[src/rtl/core/cps_pkg.sv]
`default_nettype none

package cps_pkg;

  // Default build: three refinement stages of Q16.16 coordinates.
  localparam int MAX_LEVELS_DEF  = 3;
  localparam int COORD_WIDTH_DEF = 32;

  // Level register value after reset.
  localparam logic [1:0] LEVELS_RESET = 2'd1;

  // Per-stage history: how many points of the current path a stage has seen.
  typedef logic [1:0] seen_t;
  localparam seen_t SEEN_NONE = 2'd0;
  localparam seen_t SEEN_ONE  = 2'd1;
  localparam seen_t SEEN_MANY = 2'd2;

  // What one lane makes of its (previous, current) pair.
  typedef enum logic [1:0] {
    OP_PASS,      // first point of a path: forward it
    OP_MID,       // first segment: midpoint only
    OP_MID_END,   // last segment: midpoint, then the final point
    OP_QUARTER    // inner segment: 3/4-1/4 and 1/4-3/4 points
  } lane_op_t;

  // Control that travels with a point list from stage to stage.
  typedef struct packed {
    logic valid;
    logic err;
    logic path_end;
  } item_ctl_t;

endpackage

`default_nettype wire

[src/rtl/core/cps_lane.sv]
`default_nettype none

module cps_lane import cps_pkg::*; #(
  parameter int COORD_WIDTH = COORD_WIDTH_DEF
) (
  input  logic [2:0][COORD_WIDTH-1:0] prev,
  input  logic [2:0][COORD_WIDTH-1:0] cur,
  input  lane_op_t                    op,
  output logic [2:0][COORD_WIDTH-1:0] pt0,
  output logic [2:0][COORD_WIDTH-1:0] pt1
);

  // Two guard bits hold 3a + b exactly.
  localparam int SW = COORD_WIDTH + 2;

  logic signed [SW-1:0]      pa     [3];
  logic signed [SW-1:0]      pc     [3];
  logic signed [SW-1:0]      s_mid  [3];
  logic signed [SW-1:0]      s_near [3];
  logic signed [SW-1:0]      s_far  [3];
  logic [COORD_WIDTH-1:0]    mid    [3];
  logic [COORD_WIDTH-1:0]    near   [3];
  logic [COORD_WIDTH-1:0]    far    [3];

  // Arithmetic right shift of the exact sum gives the floor.
  always_comb begin
    for (int c = 0; c < 3; c++) begin
      pa[c]     = SW'($signed(prev[c]));
      pc[c]     = SW'($signed(cur[c]));
      s_mid[c]  = pa[c] + pc[c];
      s_near[c] = (pa[c] <<< 1) + pa[c] + pc[c];
      s_far[c]  = pa[c] + (pc[c] <<< 1) + pc[c];
      mid[c]    = COORD_WIDTH'(s_mid[c] >>> 1);
      near[c]   = COORD_WIDTH'(s_near[c] >>> 2);
      far[c]    = COORD_WIDTH'(s_far[c] >>> 2);
    end
  end

  always_comb begin
    for (int c = 0; c < 3; c++) begin
      unique case (op) inside
        OP_PASS: begin
          pt0[c] = cur[c];
          pt1[c] = cur[c];
        end
        OP_MID, OP_MID_END: begin
          pt0[c] = mid[c];
          pt1[c] = cur[c];
        end
        default: begin
          pt0[c] = near[c];
          pt1[c] = far[c];
        end
      endcase
    end
  end

endmodule

`default_nettype wire

[src/rtl/core/cps_stage.sv]
`default_nettype none

module cps_stage import cps_pkg::*; #(
  parameter int COORD_WIDTH = COORD_WIDTH_DEF,
  parameter int MAX_LEVELS  = MAX_LEVELS_DEF,
  parameter int STAGE_IDX   = 0
) (
  input  logic                                          clk,
  input  logic                                          rst,
  input  logic                                          clear,
  input  logic                                          enable,
  input  item_ctl_t                                     in_ctl,
  input  logic [MAX_LEVELS:0]                           in_cnt,
  input  logic [2**MAX_LEVELS-1:0][2:0][COORD_WIDTH-1:0] in_pts,
  output logic                                          in_ready,
  output item_ctl_t                                     out_ctl,
  output logic [MAX_LEVELS:0]                           out_cnt,
  output logic [2**MAX_LEVELS-1:0][2:0][COORD_WIDTH-1:0] out_pts,
  input  logic                                          out_ready
);

  localparam int PT_CAP = 2 ** MAX_LEVELS;
  localparam int CNT_W  = MAX_LEVELS + 1;
  localparam int LANES  = 2 ** STAGE_IDX;
  localparam int SLOTS  = 2 * LANES;

  typedef logic [2:0][COORD_WIDTH-1:0] point_t;

  seen_t                         seen;
  point_t                        held;
  seen_t                         lane_seen [LANES];
  point_t                        lane_prev [LANES];
  point_t                        lane_p0   [LANES];
  point_t                        lane_p1   [LANES];
  lane_op_t                      lane_op   [LANES];
  logic                          lane_act  [LANES];
  logic                          lane_end  [LANES];
  logic                          lane_two  [LANES];
  logic [CNT_W-1:0]              lane_off  [LANES];
  logic [CNT_W-1:0]              n_short;
  logic [PT_CAP-1:0][2:0][COORD_WIDTH-1:0] merged;
  logic [CNT_W-1:0]              merged_cnt;
  seen_t                         last_seen;
  point_t                        last_pt;
  logic                          err_now;
  logic                          advance;
  item_ctl_t                     ctl_next;
  logic [CNT_W-1:0]              cnt_next;
  logic [PT_CAP-1:0][2:0][COORD_WIDTH-1:0] pts_next;
  seen_t                         seen_next;
  point_t                        held_next;

  assign in_ready = !out_ctl.valid || out_ready;
  assign advance  = in_ctl.valid && in_ready;

  // Lane i pairs point i with point i-1 (lane 0 with the held point) and
  // sees the history the stage would have after the points before it.
  always_comb begin
    lane_seen[0] = seen;
    lane_prev[0] = held;
    for (int i = 1; i < LANES; i++) begin
      lane_seen[i] = (lane_seen[i-1] == SEEN_NONE) ? SEEN_ONE : SEEN_MANY;
      lane_prev[i] = in_pts[i-1];
    end
    for (int i = 0; i < LANES; i++) begin
      lane_act[i] = CNT_W'(i) < in_cnt;
      lane_end[i] = in_ctl.path_end && (CNT_W'(i + 1) == in_cnt);
      if (lane_seen[i] == SEEN_NONE) begin
        lane_op[i] = OP_PASS;
      end else if (lane_seen[i] == SEEN_ONE || lane_end[i]) begin
        lane_op[i] = lane_end[i] ? OP_MID_END : OP_MID;
      end else begin
        lane_op[i] = OP_QUARTER;
      end
      lane_two[i] = (lane_op[i] == OP_MID_END) || (lane_op[i] == OP_QUARTER);
    end
  end

  for (genvar g = 0; g < LANES; g++) begin : g_lane
    cps_lane #(
      .COORD_WIDTH(COORD_WIDTH)
    ) u_lane (
      .prev(lane_prev[g]),
      .cur (in_pts[g]),
      .op  (lane_op[g]),
      .pt0 (lane_p0[g]),
      .pt1 (lane_p1[g])
    );
  end

  // Only lanes 0 and 1 can yield a single point; every later lane yields two.
  always_comb begin
    n_short = '0;
    for (int i = 0; i < LANES; i++) begin
      lane_off[i] = CNT_W'(2 * i) - n_short;
      if (i < 2) begin
        n_short = n_short + CNT_W'(!lane_two[i]);
      end
    end
  end

  // Merge: pack the lane outputs into one ordered list.
  always_comb begin
    merged     = '0;
    merged_cnt = CNT_W'(1);
    last_seen  = seen;
    last_pt    = held;
    for (int j = 0; j < SLOTS; j++) begin
      for (int i = 0; i < LANES; i++) begin
        if (lane_act[i] && lane_off[i] == CNT_W'(j)) begin
          merged[j] = lane_p0[i];
        end
        if (lane_act[i] && lane_two[i] && (lane_off[i] + CNT_W'(1)) == CNT_W'(j)) begin
          merged[j] = lane_p1[i];
        end
      end
    end
    for (int i = 0; i < LANES; i++) begin
      if (CNT_W'(i + 1) == in_cnt) begin
        merged_cnt = lane_off[i] + (lane_two[i] ? CNT_W'(2) : CNT_W'(1));
        last_seen  = lane_seen[i];
        last_pt    = in_pts[i];
      end
    end
  end

  always_comb begin
    err_now   = (lane_seen[0] == SEEN_NONE) && lane_end[0];
    ctl_next  = in_ctl;
    cnt_next  = in_cnt;
    pts_next  = in_pts;
    seen_next = seen;
    held_next = held;
    if (in_ctl.err) begin
      // Error from upstream: drop the path here too.
      seen_next = SEEN_NONE;
    end else if (enable) begin
      if (err_now) begin
        ctl_next.err      = 1'b1;
        ctl_next.path_end = 1'b1;
        cnt_next          = CNT_W'(1);
        seen_next         = SEEN_NONE;
      end else begin
        cnt_next  = merged_cnt;
        pts_next  = merged;
        held_next = last_pt;
        if (in_ctl.path_end) begin
          seen_next = SEEN_NONE;
        end else begin
          seen_next = (last_seen == SEEN_NONE) ? SEEN_ONE : SEEN_MANY;
        end
      end
    end
  end

  always_ff @(posedge clk) begin
    if (rst) begin
      out_ctl <= '0;
      seen    <= SEEN_NONE;
      held    <= '0;
    end else begin
      if (in_ready) begin
        out_ctl <= ctl_next;
      end
      if (clear) begin
        seen <= SEEN_NONE;
      end else if (advance) begin
        seen <= seen_next;
        held <= held_next;
      end
    end
  end

  always_ff @(posedge clk) begin
    if (advance) begin
      out_cnt <= cnt_next;
      out_pts <= pts_next;
    end
  end

endmodule

`default_nettype wire

[config.mk]
export PLATFORM = sky130hd
export DESIGN_NAME = cps_stage
export DESIGN_NICKNAME = d
export VERILOG_FILES = /design/src/rtl/core/cps_pkg.sv /design/src/rtl/core/cps_lane.sv /design/src/rtl/core/cps_stage.sv
export SDC_FILE = /design/constraint.sdc
export NUM_CORES = 2
export LEC_CHECK = 0
export BUFFER_PORTS_ARGS = -buffer_cell sky130_fd_sc_hd__buf_2
export CAP_MARGIN = 0
export CORE_AREA = 4 4 607 609
export CTS_CLUSTER_DIAMETER = 120
export DETAILED_ROUTE_END_ITERATION = 10
export DIE_AREA = 0 0 611 613
export GPL_TIMING_DRIVEN = 0
export PLACE_DENSITY = 0.37
export SETUP_SLACK_MARGIN = 0.05
export SKIP_CTS_REPAIR_TIMING = 1
export SYNTH_ARGS = -nofsm -noshare
export SYNTH_HDL_FRONTEND = slang
export SYNTH_SLANG_ARGS = --single-unit
[constraint.sdc]
create_clock -name clk -period 23.6 [get_ports clk]
set_input_delay 0 -clock clk [delete_from_list [all_inputs] [get_ports clk]]
set_output_delay 0 -clock clk [all_outputs]
set_load 0.1 [all_outputs]
==> metrics.md <==
| Metric | Value |
|---|---|
| Hold Fails Final Rpt | `0` |
| Pwr dens | `68.5 nW/um2` |
| Sink Count | `just under 900` |
| Die W | `611 um` |
| Initial antenna violation count | `210` |
| CTS buffer count | `about 140` |
| Synthesized cell area | `52900 um2` |
| Clk_lat worst skew | `between 800 and 900 ps` |
| Finished Cell Area | `between 80000 and 90000 um2` |
| Status | `finished with violations` |
| Syn_area_per_cell | `11.0 um2` |
| GRT overflow | `0` |
| Number of synthesized flops with an enable pin | `772` |
| Share of the synthesized area in the top cell type | `43.8%` |
| Final Max Tran Viols | `15` |
| Post-route DRC | `0` |
| Final ANT Viol Nets | `0` |
| Synthesis-to-layout area growth | `54.9%` |
| I/O pin count | `1556` |
| Rows | `221` |
| DRT Pass-1 Iters | `5` |
| F_max | `between 150 and 200 MHz` |
| WL final | `418000 um` |
| Largest net degree at the start of global routing | `~130` |
| MaxCap Viol Count | `2` |
| Worst clock skew | `70.1 ps` |
| Worst Tran Pin Value | `1560 ps` |
| IO Port Bufs | `1552` |
| Clock transition at the registers of the reported paths | `60 ps` |
| CTS tree | `done` |
| Tcrit/Tclk final | `28.1%` |
| Commonest non-fill, non-tap cell in the layout | `buf_2` |
| GRT Overall Usage | `21.0%` |
| Yosys cell types | `96` |
| Hold Crit Class | `in -> reg` |
| Worst endpoint required time | `24110 ps` |
| Critical path's slowest cell | `clkbuf_1` |
| Vias in the first global route | `about 46000` |
| Ys async rst share | `0%` |
| Vias | `between 50000 and 60000` |
| H-tree Lvls | `4` |
| Post-route core utilization | `a little under a quarter` |
| Share of layout cells above drive strength 1 | `24.2%` |
| Clk root buf | `clkbuf_16` |
| Min cycle time layout | `6640 ps` |
| Crit. End Element | `register` |
| Failing checks | `capacitance limit, slew limit` |
| Iter 0 DRT Violations | `4154` |
| Core area | `362000 um2` |
| Final RePlAce weighted congestion | `roughly 0.96` |
| Largest area contributor in the netlist | `edfxtp_1` |
| Crit path cell chain | `nor2_1, clkbuf_1, clkbuf_2, nor2_1, ha_1, clkbuf_1, clkbuf_1, clkbuf_1, a21oi_1, o211ai_1` |
| Max_slew headroom | `-4.15%` |
| Vert. Die Dim | `around 610 um` |
| Top_reg_cell synth | `edfxtp_1` |
| Slowest cell delay on critical path | `roughly 1100 ps` |
| Most frequent cells in the layout | `buf_2 (1557), dlygate4sd3_1 (1019), edfxtp_1 (772)` |
| Ranking of synthesized cells by area | `edfxtp_1 (44%), fa_1 (7.4%), and2_1 (7.0%)` |
| Die area | `approximately 370000 um2` |
| Crit path top cell by count | `clkbuf_1` |
| Crit Path Category | `reg -> reg` |
| VDD IR max | `0.0456 mV` |
| RSZ-0062 raised after global routing | `no` |
| Syn_nets | `6080` |
| CP Launch Type | `register` |
| First-pass GRT wire length | `514000 um` |
| #FFs+latches synth | `about 870` |
| Min-Delay Path Depth | `3` |
| DP Area | `67000 um2` |
| Worst R2R Path Depth | `10` |
| Clk buf depth | `4` |
| Vias/cell | `~4.2` |
| Wire length per cell | `between 30 and 40 um` |
| Crit path DAT | `7150 ps` |
| Synthesized instance count | `4825` |
| Final setup viols | `0` |
| HPWL after DPL | `about 350000 um` |
| Register area share after synthesis | `47.6%` |
| Initial core utilization | `14.6%` |
| Leakage | `33.9 nW` |
| Yosys warns | `0` |
| CP max FO | `10` |
| Nets | `8803` |
==> layer usage <==
metal  wire, um  part of all wire (%)  global-route usage, %
met5        357                 0.085                      0
met4      19700                   4.7                   7.67
met3      22200                   5.3                   4.51
met2     211000                    51                   38.1
met1     165000                    39                   24.1
==> state kept, by name (all words and copies together), names as in the netlist <==
name / flops
held: 96
out_ctl: 3
lane_seen: 2
out_cnt: 4
out_pts: 768
==> layout make-up <==
cell class | instances | area [um2]
diodes | 110 | 275
fillers | 39700 | 280000
flip-flops and latches | 873 | 25200
clock inverters | 76 | 813
repair buffers | 2585 | 18200
inverters | 81 | 312
multi-input cells | 3640 | 26600
clock buffers | 164 | 3670
plain buffers | 231 | 921
well taps | 4794 | 6000
==> metrics by stage <==
step | power (mW) | worst slack [ps] | hold WS [ps] | cells | setup TNS, ps
2_1_floorplan | 2.90 | 4480 | 79.3 | 4825 | 0
5_1_grt | 5.82 | 16870 | -18.3 | 12500 | 0
3_3_place_gp | 3.47 | -6490 | 222 | 11200 | -3552590
4_1_cts | 5.56 | 16830 | -708 | 11400 | 0
6_report | 5.62 | 16960 | 10.7 | 12600 | 0
3_5_place_dp | 3.38 | 16850 | 235 | 11200 | 0
==> cells by family after synthesis <==
group / after synthesis / synth area share (%)
AOI/OAI and AO/OA: 1368 / 16.4
xor gates and xnor gates: 238 / 3.94
adders and majority gates: 475 / 14.0
buffers and inverters: 312 / 2.27
DFF: 873 / 47.6
muxes: 50 / 0.957
and+or+nand+nor: 1509 / 14.8
==> worst paths after layout <==
kind                startpoint  slack [ps]           end
setup / recovery  lane_seen[1]       16960   out_pts[57]
hold / removal     in_pts[414]          10  out_pts[414]
setup reg to reg  lane_seen[1]       16960   out_pts[57]
hold reg to reg       held[32]         530      held[32]
==> cell usage after synthesis (all sizes together), types with 24 or more instances <==
library cell,instances
a211oi,32
a21o,179
a21oi,456
a221oi,42
a22oi,53
a31oi,52
and2,594
and3,32
clkbuf,210
dfxtp,101
edfxtp,772
fa,195
ha,280
inv,81
mux2i,45
nand2,457
nand2b,39
nand3,72
nor2,157
nor2b,29
nor3,47
o211ai,26
o21a,24
o21ai,295
o21bai,31
xnor2,138
xor2,100
==> report_power, final <==
| part | switching, mW | total [mW] | internal (mW) |
|---|---|---|---|
| logic | 1.25 | 1.64 | 0.390 |
| registers | 0.0572 | 1.86 | 1.80 |
| clock network | 0.873 | 2.12 | 1.25 |
==> worst max-delay path: cells and delay by family (launching register included) <==
kind / cells / cell delay, ps
fa+ha+maj: 1 / 350
flops: 1 / 410
compound gates: 2 / 770
buf+inv: 5 / 4110
simple gates: 2 / 630
Power figures use the tool's default switching activity.
