--- src/rtl/core/cps_pkg.sv ---
`default_nettype none

package cps_pkg;

  // Default build: three refinement stages of Q16.16 coordinates.
  localparam int MAX_LEVELS_DEF  = 3;
  localparam int COORD_WIDTH_DEF = 32;

  // Level register value after reset.
  localparam logic [1:0] LEVELS_RESET = 2'd1;

  // Per-stage history: how many points of the current path a stage has seen.
  typedef logic [1:0] seen_t;
  localparam seen_t SEEN_NONE = 2'd0;
  localparam seen_t SEEN_ONE  = 2'd1;
  localparam seen_t SEEN_MANY = 2'd2;

  // What one lane makes of its (previous, current) pair.
  typedef enum logic [1:0] {
    OP_PASS,      // first point of a path: forward it
    OP_MID,       // first segment: midpoint only
    OP_MID_END,   // last segment: midpoint, then the final point
    OP_QUARTER    // inner segment: 3/4-1/4 and 1/4-3/4 points
  } lane_op_t;

  // Control that travels with a point list from stage to stage.
  typedef struct packed {
    logic valid;
    logic err;
    logic path_end;
  } item_ctl_t;

endpackage

`default_nettype wire

--- src/rtl/core/cps_serializer.sv ---
`default_nettype none

module cps_serializer import cps_pkg::*; #(
  parameter int COORD_WIDTH = COORD_WIDTH_DEF,
  parameter int MAX_LEVELS  = MAX_LEVELS_DEF
) (
  input  logic                                          clk,
  input  logic                                          rst,
  input  item_ctl_t                                     in_ctl,
  input  logic [MAX_LEVELS:0]                           in_cnt,
  input  logic [2**MAX_LEVELS-1:0][2:0][COORD_WIDTH-1:0] in_pts,
  output logic                                          in_ready,
  output logic                                          out_valid,
  input  logic                                          out_ready,
  output logic [COORD_WIDTH-1:0]                        out_x,
  output logic [COORD_WIDTH-1:0]                        out_y,
  output logic [COORD_WIDTH-1:0]                        out_z,
  output logic                                          run_last,
  output logic                                          curve_done,
  output logic                                          too_short
);

  localparam int PT_CAP = 2 ** MAX_LEVELS;
  localparam int CNT_W  = MAX_LEVELS + 1;

  logic                                    busy;
  logic [MAX_LEVELS-1:0]                   idx;
  logic [CNT_W-1:0]                        cnt;
  logic                                    err;
  logic                                    path_end;
  logic [PT_CAP-1:0][2:0][COORD_WIDTH-1:0] pts;
  logic [2:0][COORD_WIDTH-1:0]             sel;
  logic                                    last;

  assign last      = ({1'b0, idx} + CNT_W'(1)) == cnt;
  assign sel       = pts[idx];
  assign out_valid = busy;
  assign out_x     = err ? '0 : sel[0];
  assign out_y     = err ? '0 : sel[1];
  assign out_z     = err ? '0 : sel[2];
  assign run_last  = last;
  assign curve_done = last && (err || path_end);
  assign too_short = err;

  // Take the next list while the last point of this one transfers.
  assign in_ready = !busy || (out_ready && last);

  always_ff @(posedge clk) begin
    if (rst) begin
      busy <= 1'b0;
      idx  <= '0;
    end else if (in_ready) begin
      busy <= in_ctl.valid;
      idx  <= '0;
    end else if (out_ready) begin
      idx <= idx + 1'b1;
    end
  end

  always_ff @(posedge clk) begin
    if (in_ready && in_ctl.valid) begin
      cnt      <= in_cnt;
      err      <= in_ctl.err;
      path_end <= in_ctl.path_end;
      pts      <= in_pts;
    end
  end

endmodule

`default_nettype wire

--- config.mk ---
export PLATFORM = sky130hd
export DESIGN_NAME = cps_serializer
export DESIGN_NICKNAME = d
export VERILOG_FILES = /design/src/rtl/core/cps_pkg.sv /design/src/rtl/core/cps_serializer.sv
export SDC_FILE = /design/constraint.sdc
export NUM_CORES = 1
export LEC_CHECK = 0
export BUFFER_PORTS_ARGS = -buffer_cell sky130_fd_sc_hd__buf_2
export CORE_AREA = 8 8 333 335
export DETAILED_ROUTE_END_ITERATION = 10
export DIE_AREA = 0 0 341 343
export GPL_TIMING_DRIVEN = 1
export PLACE_DENSITY = 0.51
export SKIP_CTS_REPAIR_TIMING = 1
export SYNTH_ARGS = -nofsm -noshare
export SYNTH_HDL_FRONTEND = slang
export SYNTH_SLANG_ARGS = --single-unit
--- constraint.sdc ---
create_clock -name clk -period 22.3 [get_ports clk]
set_input_delay 1.115 -clock clk [delete_from_list [all_inputs] [get_ports clk]]
set_output_delay 1.115 -clock clk [all_outputs]
set_load 0.02 [all_outputs]
==> results of run 1 <==
==> path summary, 6_finish.rpt <==
kind | startpoint | to
worst max-delay path | idx[0] | pts[644]
worst min register to register | out_valid | out_valid
worst max register to register | idx[0] | pts[644]
worst min-delay path | out_valid | out_valid
==> sequential cells by signal, summed over array words and instances (netlist names) <==
signal     count
pts          768
idx            3
path_end       1
out_valid      1
cnt            4
too_short      1
==> final cells by class <==
cell class                      instances  share of cell area
Antenna cell                           35             0.00228
Clock buffer                          110              0.0595
Clock inverter                         46              0.0125
Inverter                                3            0.000293
Multi-Input combinational cell        416               0.153
Sequential cell                       778               0.608
Tap cell                             1403              0.0457
Timing Repair Buffer                  896               0.119
==> per-stage QoR <==
stage,setup WS (ns),hold WS (ns),cells
6_report,15.96,0.580,3687
5_1_grt,15.52,0.579,3675
4_1_cts,15.94,0.556,3652
3_5_place_dp,15.98,0.567,3496
3_3_place_gp,16.19,0.568,3496
2_1_floorplan,2.61,0.608,1263
==> cells in the mapped netlist <==
master    instances  area (um^2)
nand2b_1          3         18.8
a21bo_1           1         10.0
mux2i_1          96          961
nand2_1           3         11.3
or4_4             1         11.3
inv_1             3         11.3
a21oi_1           3         15.0
buf_8             2         30.0
clkbuf_1         20         75.1
nand4b_1          1         8.76
a211oi_2          1         12.5
o31ai_1           2         15.0
edfxtp_1        774        23200
a211oi_1          1         7.51
nor2_1           98          368
buf_2            30          150
buf_12            1         20.0
mux4_2          192         4320
dfxtp_1           4         80.1
xor2_1            3         26.3
o21a_1            2         15.0
buf_6            13          146
ha_1              1         12.5
a41oi_1           1         8.76
nor3_1            3         15.0
nor3b_1           1         7.51
nor2b_1           2         12.5
nand3b_1          1         7.51
==> worst register-to-register path, cell delays in order, from the launching register on <==
cell and delay, ns:
dfxtp_4 0.86, buf_4 0.72, a21bo_1 0.20, nand4b_1 0.17
a211oi_2 0.37, o21a_4 0.71, buf_12 0.71, buf_4 1.30
buf_4 0.88
==> kinds of logic (layout without fill, tap and decap cells) <==
logic type / Yosys count / in the layout
AND/OR/NAND/NOR: 113 / 113
flip-flops: 778 / 778
adder cells (fa/ha/maj): 1 / 1
multiplexers: 288 / 288
other: 0 / 35
buffers and inverters: 69 / 1055
AO/OA/AOI/OAI: 11 / 11
XOR/XNOR: 3 / 3
==> per-layer routing <==
metal	track usage	share of wire	routed length (um)
met1	0.168	0.37	33800
met2	0.260	0.52	47800
met3	0.0564	0.088	8130
met4	0.0555	0.022	2060
met5	0	0.0018	161
==> report_power, final <==
group / switching (mW) / total, mW / internal [mW]
Combinational: 0.135 / 0.254 / 0.119
Clock: 0.579 / 1.40 / 0.820
Sequential: 0.0268 / 1.74 / 1.71
==> results.toml, run 1 <==
[routing]
drt_pre_antenna_iters = 5
ant_nets = 0
drt-initial-drc-count = 1042
wire_per_inst_um = 24.9
vias_per_cell = 4.47
drc = 0
via_count = 16479
drt_wl_total_um = 92000

[synth]
ys_ff_latch = 778
synthCells = 1263
yosysUniqueCellTypes = 28
synthAdderAreaFrac = 0.000422
synth_compound_area_frac = 0.00283
avgSynthCellArea_um2 = 23.5
synth_nets = 2042
yosys.area_share.xor_xnor = 0.000887
synthMuxAreaShare = 0.178
synthSimpleGateAreaFrac = 0.0155
synth_top_family_by_area = "multiplexers"
synthesis.area_um2 = 29600
synth.yosys.seq_area_share = 0.787
yosysWarnings = 0

[worst_setup_path]
r2r_cells = 8
cp.depth = 8
worstSetupPathType = "reg -> reg"
cp_top_family = "buffers and inverters"
end_kind = "flip-flop"
cp-start-kind = "flip-flop"
crit_chain = "buf_4, a21bo_1, nand4b_1, a211oi_2, o21a_4, buf_12, buf_4, buf_4"
critPathMaxStageDelay_ns = 0.97
arrival_ns = 6.60
rrSetupSlack_ns = 15.96
crit_path_max_fanout = 187
critPathMostFrequentCell = "buf_4"
crit_required_ns = 22.56
crit_buf_inv = 4
slowest_stage = "buf_4"

[timing]
setup_viol = 0
setup_tns_ns = 0
timing_hold_violations_final = 0
skew_ns = 0.0310
period_minus_slack_ns = 6.34
clock.fmax_ghz = 0.158
rsz0062_at_grt = "false"
maxSlewHeadroom = 0.228
period_share = 0.284
slew_violations = 0
timing_worst_slew_pin_value_ns = 1.16

[layout]
fin_nets = 2961
multiInputGateArea_um2 = 5880
drive_above_1_share = 0.538
final_cell_mix = "buf_2, edfxtp_1, mux4_2, nor2_1, mux2i_1"
layout_commonest_cell = "buf_2"
register_area_um2 = 23300
final_util = 0.363
area_growth_pct = 29.6
final_area_um2 = 38400
filler_cell_count = 10026

[floorplanning]
die_w_um = 341
design.core.area_um2 = 106000
fp.dieH_um = 343
die_area_um2 = 117000
initial_core_util = 0.280
row_count = 120
ios = 879

[cts]
clk_path_buf_depth = 3
clock_tree.root_cell = "clkbuf_16"
cts_tree = "built"
cts.reportedPaths.clkPinSlew_ns = 0.06
cts.sinks = 778
htreeDepth = 3
numCtsBuffers = 87
clock_latency_ns = 0.65

[grt]
grt_overflow = 0
grt_max_degree = 188
grt_pass1_wl_um = 129000
antenna_found_initial = 48
grt_pass1_vias = 18559
track_usage = 0.150

[placement]
globalplace.congestion = 0.834
hpwlAfterDp_um = 67700
placed_area_um2 = 35500
portBuffers = 878

[pwr]
leakage_nw = 13.8
p_total_mw = 3.39
ir_drop_v = 0.0000624
power_density_nw_per_um2 = 88.4

[worst_hold_path]
hp-class = "reg -> reg"
whs_path_depth = 2

[flow_run]
cap_violations = 0

[run_status]
status = "finished clean"
No activity file was read; power rests on OpenSTA's default activity.
==> run 2, diff against run 1 <==
--- a/config.mk
+++ b/config.mk
@@ -5,12 +5,13 @@
 export SDC_FILE = /design/constraint.sdc
 export NUM_CORES = 1
 export LEC_CHECK = 0
+export ABC_AREA = 1
 export BUFFER_PORTS_ARGS = -buffer_cell sky130_fd_sc_hd__buf_2
-export CORE_AREA = 8 8 333 335
+export CORE_AREA = 8 8 345 314
 export DETAILED_ROUTE_END_ITERATION = 10
-export DIE_AREA = 0 0 341 343
+export DIE_AREA = 0 0 353 322
 export GPL_TIMING_DRIVEN = 1
-export PLACE_DENSITY = 0.51
+export PLACE_DENSITY = 0.55
 export SKIP_CTS_REPAIR_TIMING = 1
 export SYNTH_ARGS = -nofsm -noshare
 export SYNTH_HDL_FRONTEND = slang
==> constraint.sdc (replaced) <==
create_clock -name clk -period 5.8 [get_ports clk]
set_input_delay 0.29 -clock clk [delete_from_list [all_inputs] [get_ports clk]]
set_output_delay 0.29 -clock clk [all_outputs]
set_load 0.02 [all_outputs]
==> results.toml, run 2 <==
[cts]
clk_path_buf_depth = 3
htreeDepth = 3
clock_tree.root_cell = "clkbuf_16"
cts.sinks = 778
cts.reportedPaths.clkPinSlew_ns = 0.06
numCtsBuffers = 84
cts_tree = "built"
clock_latency_ns = 0.64

[placement]
placed_area_um2 = 36100
portBuffers = 878
globalplace.congestion = 0.839
hpwlAfterDp_um = 71500
place_inst = 4449

[pwr]
power_frac_comb = 0.112
swShare = 0.236
leakage_nw = 18.2
p_clk_frac = 0.387
switchingPower_mw = 3.16
p_int_mw = 10.2
p_total_mw = 13.4
power_density_nw_per_um2 = 288
seqPwrFrac = 0.500
ir_drop_v = 0.000240

[synth]
yosysUniqueCellTypes = 25
synth_top_area_frac = 0.764
yosysWarnings = 0
synth.largest_area_cell = "edfxtp_1"
synth_ff_type = "edfxtp_1"
yosysMostFrequentCell = "edfxtp_1"
avgSynthCellArea_um2 = 13.0
ys_ff_latch = 778
synthArstFlopShare = 0
synth_nets = 3112
synth.cells.most_frequent = "edfxtp_1, nor2_1, o21ai_0"
synthCells = 2333
synth.yosys.seq_area_share = 0.766
synthesis.area_um2 = 30400
synth_edf_count = 774
synth_area_leaders = "edfxtp_1, nor2_1, o21ai_0"

[layout]
filler_cell_count = 9112
multiInputGateArea_um2 = 6320
final-instance-count-excl-fill = 5395
fin_nets = 4722
top_regs = "pts (768), cnt (4), idx (3)"
layout_commonest_cell = "buf_2"
drive_above_1_share = 0.258
final_cell_mix = "buf_2, dlygate4sd3_1, edfxtp_1, nor2_1, o21ai_0"
largest_reg_flops = 768
largest_register = "pts"
area_growth_pct = 53.1
register_area_um2 = 23300
final_area_um2 = 46600

[routing]
drc = 0
dr_wl_met2_um = 56500
ant_nets = 0
drt_wl_total_um = 115000
vias_per_cell = 4.75
wl_met1_um = 45200
wl_met3_um = 8920
wire_per_inst_um = 21.3
via_count = 25618
drt-initial-drc-count = 2638
drt_pre_antenna_iters = 5
top_layer_used = "met5"

[grt]
grt_pass1_vias = 22158
antenna_found_initial = 21
grt_pass1_wl_um = 145000
grt_max_degree = 191
track_usage = 0.170
grt_overflow = 0

[timing]
setup_viol = 0
skew_ns = 0.0306
clock.fmax_ghz = 0.249
maxSlewHeadroom = 0.192
period_share = 0.692
timing_hold_violations_final = 2
hold_slack_ns = -0.00681
period_minus_slack_ns = 4.01
timing_worst_slew_pin_value_ns = 1.21
slew_violations = 0
rsz0062_at_grt = "false"

[floorplanning]
ios = 879
die_area_um2 = 114000
design.core.area_um2 = 103000
fp.dieH_um = 322
die_w_um = 353
initial_core_util = 0.297
row_count = 112

[worst_setup_path]
crit_buf_inv = 3
slowest_stage = "dfxtp_4"
critPathMaxStageDelay_ns = 0.80
critPathMostFrequentCell = "nor2_1"
crit_required_ns = 5.51
cp-start-kind = "flip-flop"
arrival_ns = 3.72
end_kind = "primary output"
cp_top_family = "buffers and inverters"
worstSetupPathType = "reg -> out"
crit_chain = "inv_8, buf_12, o21ai_0, o22ai_1, nor2_1, nor2_1, buf_2"
crit_path_max_fanout = 175

[worst_hold_path]
hp-class = "in -> reg"

[flow_run]
cap_violations = 0

[run_status]
status = "complete, but fails checks"
violations = "negative hold slack"
[run 2: changes by cell type after synthesis, sizes merged, moves of 4 or more]
| cell | delta |
|---|---|
| nor2 | +583 |
| o21ai | +385 |
| mux4 | -192 |
| nand2 | +112 |
| mux2i | -96 |
| o211ai | +96 |
| o22ai | +96 |
| clkbuf | +85 |
| inv | +10 |
| buf | +8 |
| nand3 | +4 |
[run 2: area by class of cell]
| type | instances | share of cell area |
|---|---|---|
| Sequential cell | 778 | 0.501 |
| Tap cell | 1368 | 0.0367 |
| Clock inverter | 58 | 0.00935 |
| Timing Repair Buffer | 1683 | 0.268 |
| Clock buffer | 95 | 0.0469 |
| Inverter | 14 | 0.00140 |
| Antenna cell | 17 | 0.000913 |
| Multi-Input combinational cell | 1382 | 0.136 |
[run 2: power groups by stage]
stage | registers, mW | clock network [mW] | logic, mW
global placement | 6.82 | 0 | 1.04
detailed placement | 6.82 | 0 | 1.05
finish | 6.71 | 5.19 | 1.51
floorplan | 6.96 | 0 | 0.506
CTS | 6.70 | 5.30 | 1.06
global route | 6.73 | 5.51 | 1.62
[run 2: worst paths after layout]
check	startpoint	end	slack (ns)	cells after the start
max	idx[0]	out_y[9]	1.79	7
min	rst	idx[2]	-0.007	4
max reg2reg	idx[1]	pts[406]	2.00	10
min reg2reg	out_valid	idx[2]	0.57	2
[run 2: tightest hold or removal path, cell delays in order]
cell and delay [ns]:
buf_2 0.08, inv_1 0.07, nand3_2 0.12, nor2_1 0.04
[run 2: layer usage]
metal / global-route usage / vias up
met2: 0.287 / 1358
met3: 0.0438 / 259
met4: 0.0512 / 2
met1: 0.214 / 12277
met5: 0 / -
li1: - / 11722
[run 2: cell families (layout without fill, tap and decap cells)]
group	count (synthesis)	after routing	share of synthesized area
other cells	0	17	0
compound gates	579	579	0.107
flops	778	778	0.766
fa+ha+maj	1	1	0.000411
buf+inv	173	1850	0.0262
xor+xnor	1	1	0.000288
simple gates	801	801	0.0995
[run 2: per-stage QoR]
| stage | utilization | hold WS (ns) | TNS [ns] | setup slack [ns] |
|---|---|---|---|---|
| final | 0.454 | -0.00681 | 0 | 1.79 |
| after global routing | 0.454 | 0.00167 | 0 | 1.57 |
| after CTS | 0.378 | -0.255 | 0 | 1.90 |
| after detailed placement | 0.352 | 0.468 | 0 | 2.09 |
| after global placement | 0.352 | 0.467 | 0 | 2.10 |
| after floorplan | - | 0.389 | -6617.18 | -8.55 |
==> run 3, diff against run 2 <==
==> constraint.sdc (replaced) <==
create_clock -name clk -period 3.6 [get_ports clk]
set_input_delay 0.18 -clock clk [delete_from_list [all_inputs] [get_ports clk]]
set_output_delay 0.18 -clock clk [all_outputs]
set_load 0.02 [all_outputs]
==> results.toml, run 3 (same netlist as run 2, synthesis figures left out) <==
[run_status]
status = "finished clean"

[timing]
setup_viol = 0
hold_slack_ns = 0.246
fin_ws_ns = 0.278
slew_violations = 0
timing_worst_slew_pin_value_ns = 0.960
setup_tns_ns = 0
clock.fmax_ghz = 0.301
skew_ns = 0.0223
timing_hold_violations_final = 0
maxSlewHeadroom = 0.360
period_minus_slack_ns = 3.32
rsz0062_at_grt = "false"
period_share = 0.923

[flow_run]
cap_violations = 0

[layout]
multiInputGateArea_um2 = 6320
largest_register = "pts"
filler_cell_count = 9057
drive_above_1_share = 0.262
largest_reg_flops = 768
fin_nets = 4745
layout_commonest_cell = "buf_2"
register_area_um2 = 23300
area_growth_pct = 54.3
top_regs = "pts (768), cnt (4), idx (3)"
final_cell_mix = "buf_2, dlygate4sd3_1, edfxtp_1, nor2_1, o21ai_0"

[cts]
numCtsBuffers = 84
cts.reportedPaths.clkPinSlew_ns = 0.06
clock_latency_ns = 0.64
cts_tree = "built"
clk_path_buf_depth = 3
clock_tree.root_cell = "clkbuf_16"
cts.sinks = 778
htreeDepth = 3

[routing]
drt_pre_antenna_iters = 5
via_count = 25846
vias_per_cell = 4.77
drt_wl_total_um = 114000
drt-initial-drc-count = 2649
drc = 0
wire_per_inst_um = 21.1
ant_nets = 0

[floorplanning]
initial_core_util = 0.297
ios = 879
die_w_um = 353
die_area_um2 = 114000
fp.dieH_um = 322
design.core.area_um2 = 103000
row_count = 112

[placement]
portBuffers = 878
globalplace.congestion = 0.821
hpwlAfterDp_um = 73200
pre_cts_ws_ns = 0.728

[worst_setup_path]
worstSetupPathType = "reg -> out"
crit_required_ns = 3.42
critPathMostFrequentCell = "nor2_1"
crit_path_max_fanout = 156
cp-start-kind = "flip-flop"
critPathMaxStageDelay_ns = 0.52
arrival_ns = 3.14
r2r-end = "pts[722]"
crit_chain = "buf_12, buf_4, o21ai_0, o22ai_1, nor2_1, nor2_1, buf_2"
end_kind = "primary output"
r2r_cells = 10
slowest_stage = "dfxtp_4"
rrSetupSlack_ns = 0.73
rr_startpoint = "idx[0]"

[grt]
track_usage = 0.171
grt_overflow = 0
antenna_found_initial = 21
grt_max_degree = 157
grt_pass1_vias = 22344
grt_pass1_wl_um = 146000

[pwr]
ir_drop_v = 0.000380
leakage_nw = 18.4
power_density_nw_per_um2 = 463

[worst_hold_path]
hp-class = "in -> reg"
hold_start = "in_pts[455]"
whs_path_depth = 2
hold_end = "pts[455]"
run 3: cell types whose count changed in the layout (fill, tap and decap cells not counted), moves of 2 or more:
cell	change
buf_12	+12
buf_4	+7
clkbuf_1	+10
clkinv_1	-16
clkinv_8	+2
clkinvlp_4	+5
diode_2	+4
dlygate4sd3_1	+4
inv_6	-3
run 3: routing by layer:
layer | GRT usage | vias up | wire (um)
met3 | 0.0451 | 274 | 8240
met2 | 0.284 | 1350 | 56200
li1 | - | 11785 | -
met4 | 0.0594 | 2 | 4370
met1 | 0.216 | 12435 | 45400
met5 | 0 | - | 14
run 3: metrics by stage:
| stage | power (mW) | cell area, um^2 | cells | util |
|---|---|---|---|---|
| 2_1_floorplan | 12.0 | 30400 | 2333 | - |
| 3_3_place_gp | 12.7 | 36400 | 4468 | 0.355 |
| 3_5_place_dp | 12.7 | 36400 | 4468 | 0.355 |
| 4_1_cts | 21.2 | 39100 | 4618 | 0.381 |
| 5_1_grt | 22.5 | 46900 | 5414 | 0.458 |
| 6_report | 21.7 | 47000 | 5419 | 0.458 |
run 3: how the worst max path moves through the flow:
stage / from / endpoint / slack, ns / cells past startpoint
after floorplan: idx[0] / cnt[0] / -10.75 / 9
after CTS: idx[0] / out_y[4] / 0.31 / 9
after global placement: idx[0] / pts[722] / 0.70 / 10
after detailed placement: idx[0] / pts[722] / 0.73 / 10
final: idx[0] / out_y[3] / 0.28 / 7
after global routing: idx[0] / out_y[4] / 0.14 / 9
run 3: power by group:
part           internal (mW)  total, mW  leakage, nW  switching [mW]
Combinational           1.17       2.48         9.70            1.31
Sequential              10.6       10.8         7.37           0.155
Clock                   4.80       8.47         1.28            3.67
Total                   16.6       21.7         18.4            5.13
run 3: area by class of cell:
cell class              instances  area share
repair buffers               1706       0.273
flip-flops and latches        778       0.497
multi-input cells            1382       0.135
clock buffers                 104      0.0468
diodes                         21     0.00112
inverters                      14     0.00139
clock inverters                46     0.00978
well taps                    1368      0.0365
run 3: critical path, delay by kind of cell, from the launching register on:
kind	cells	cell delay (ns)
buf+inv	3	1.02
flops	1	0.52
compound gates	2	0.34
simple gates	2	0.26
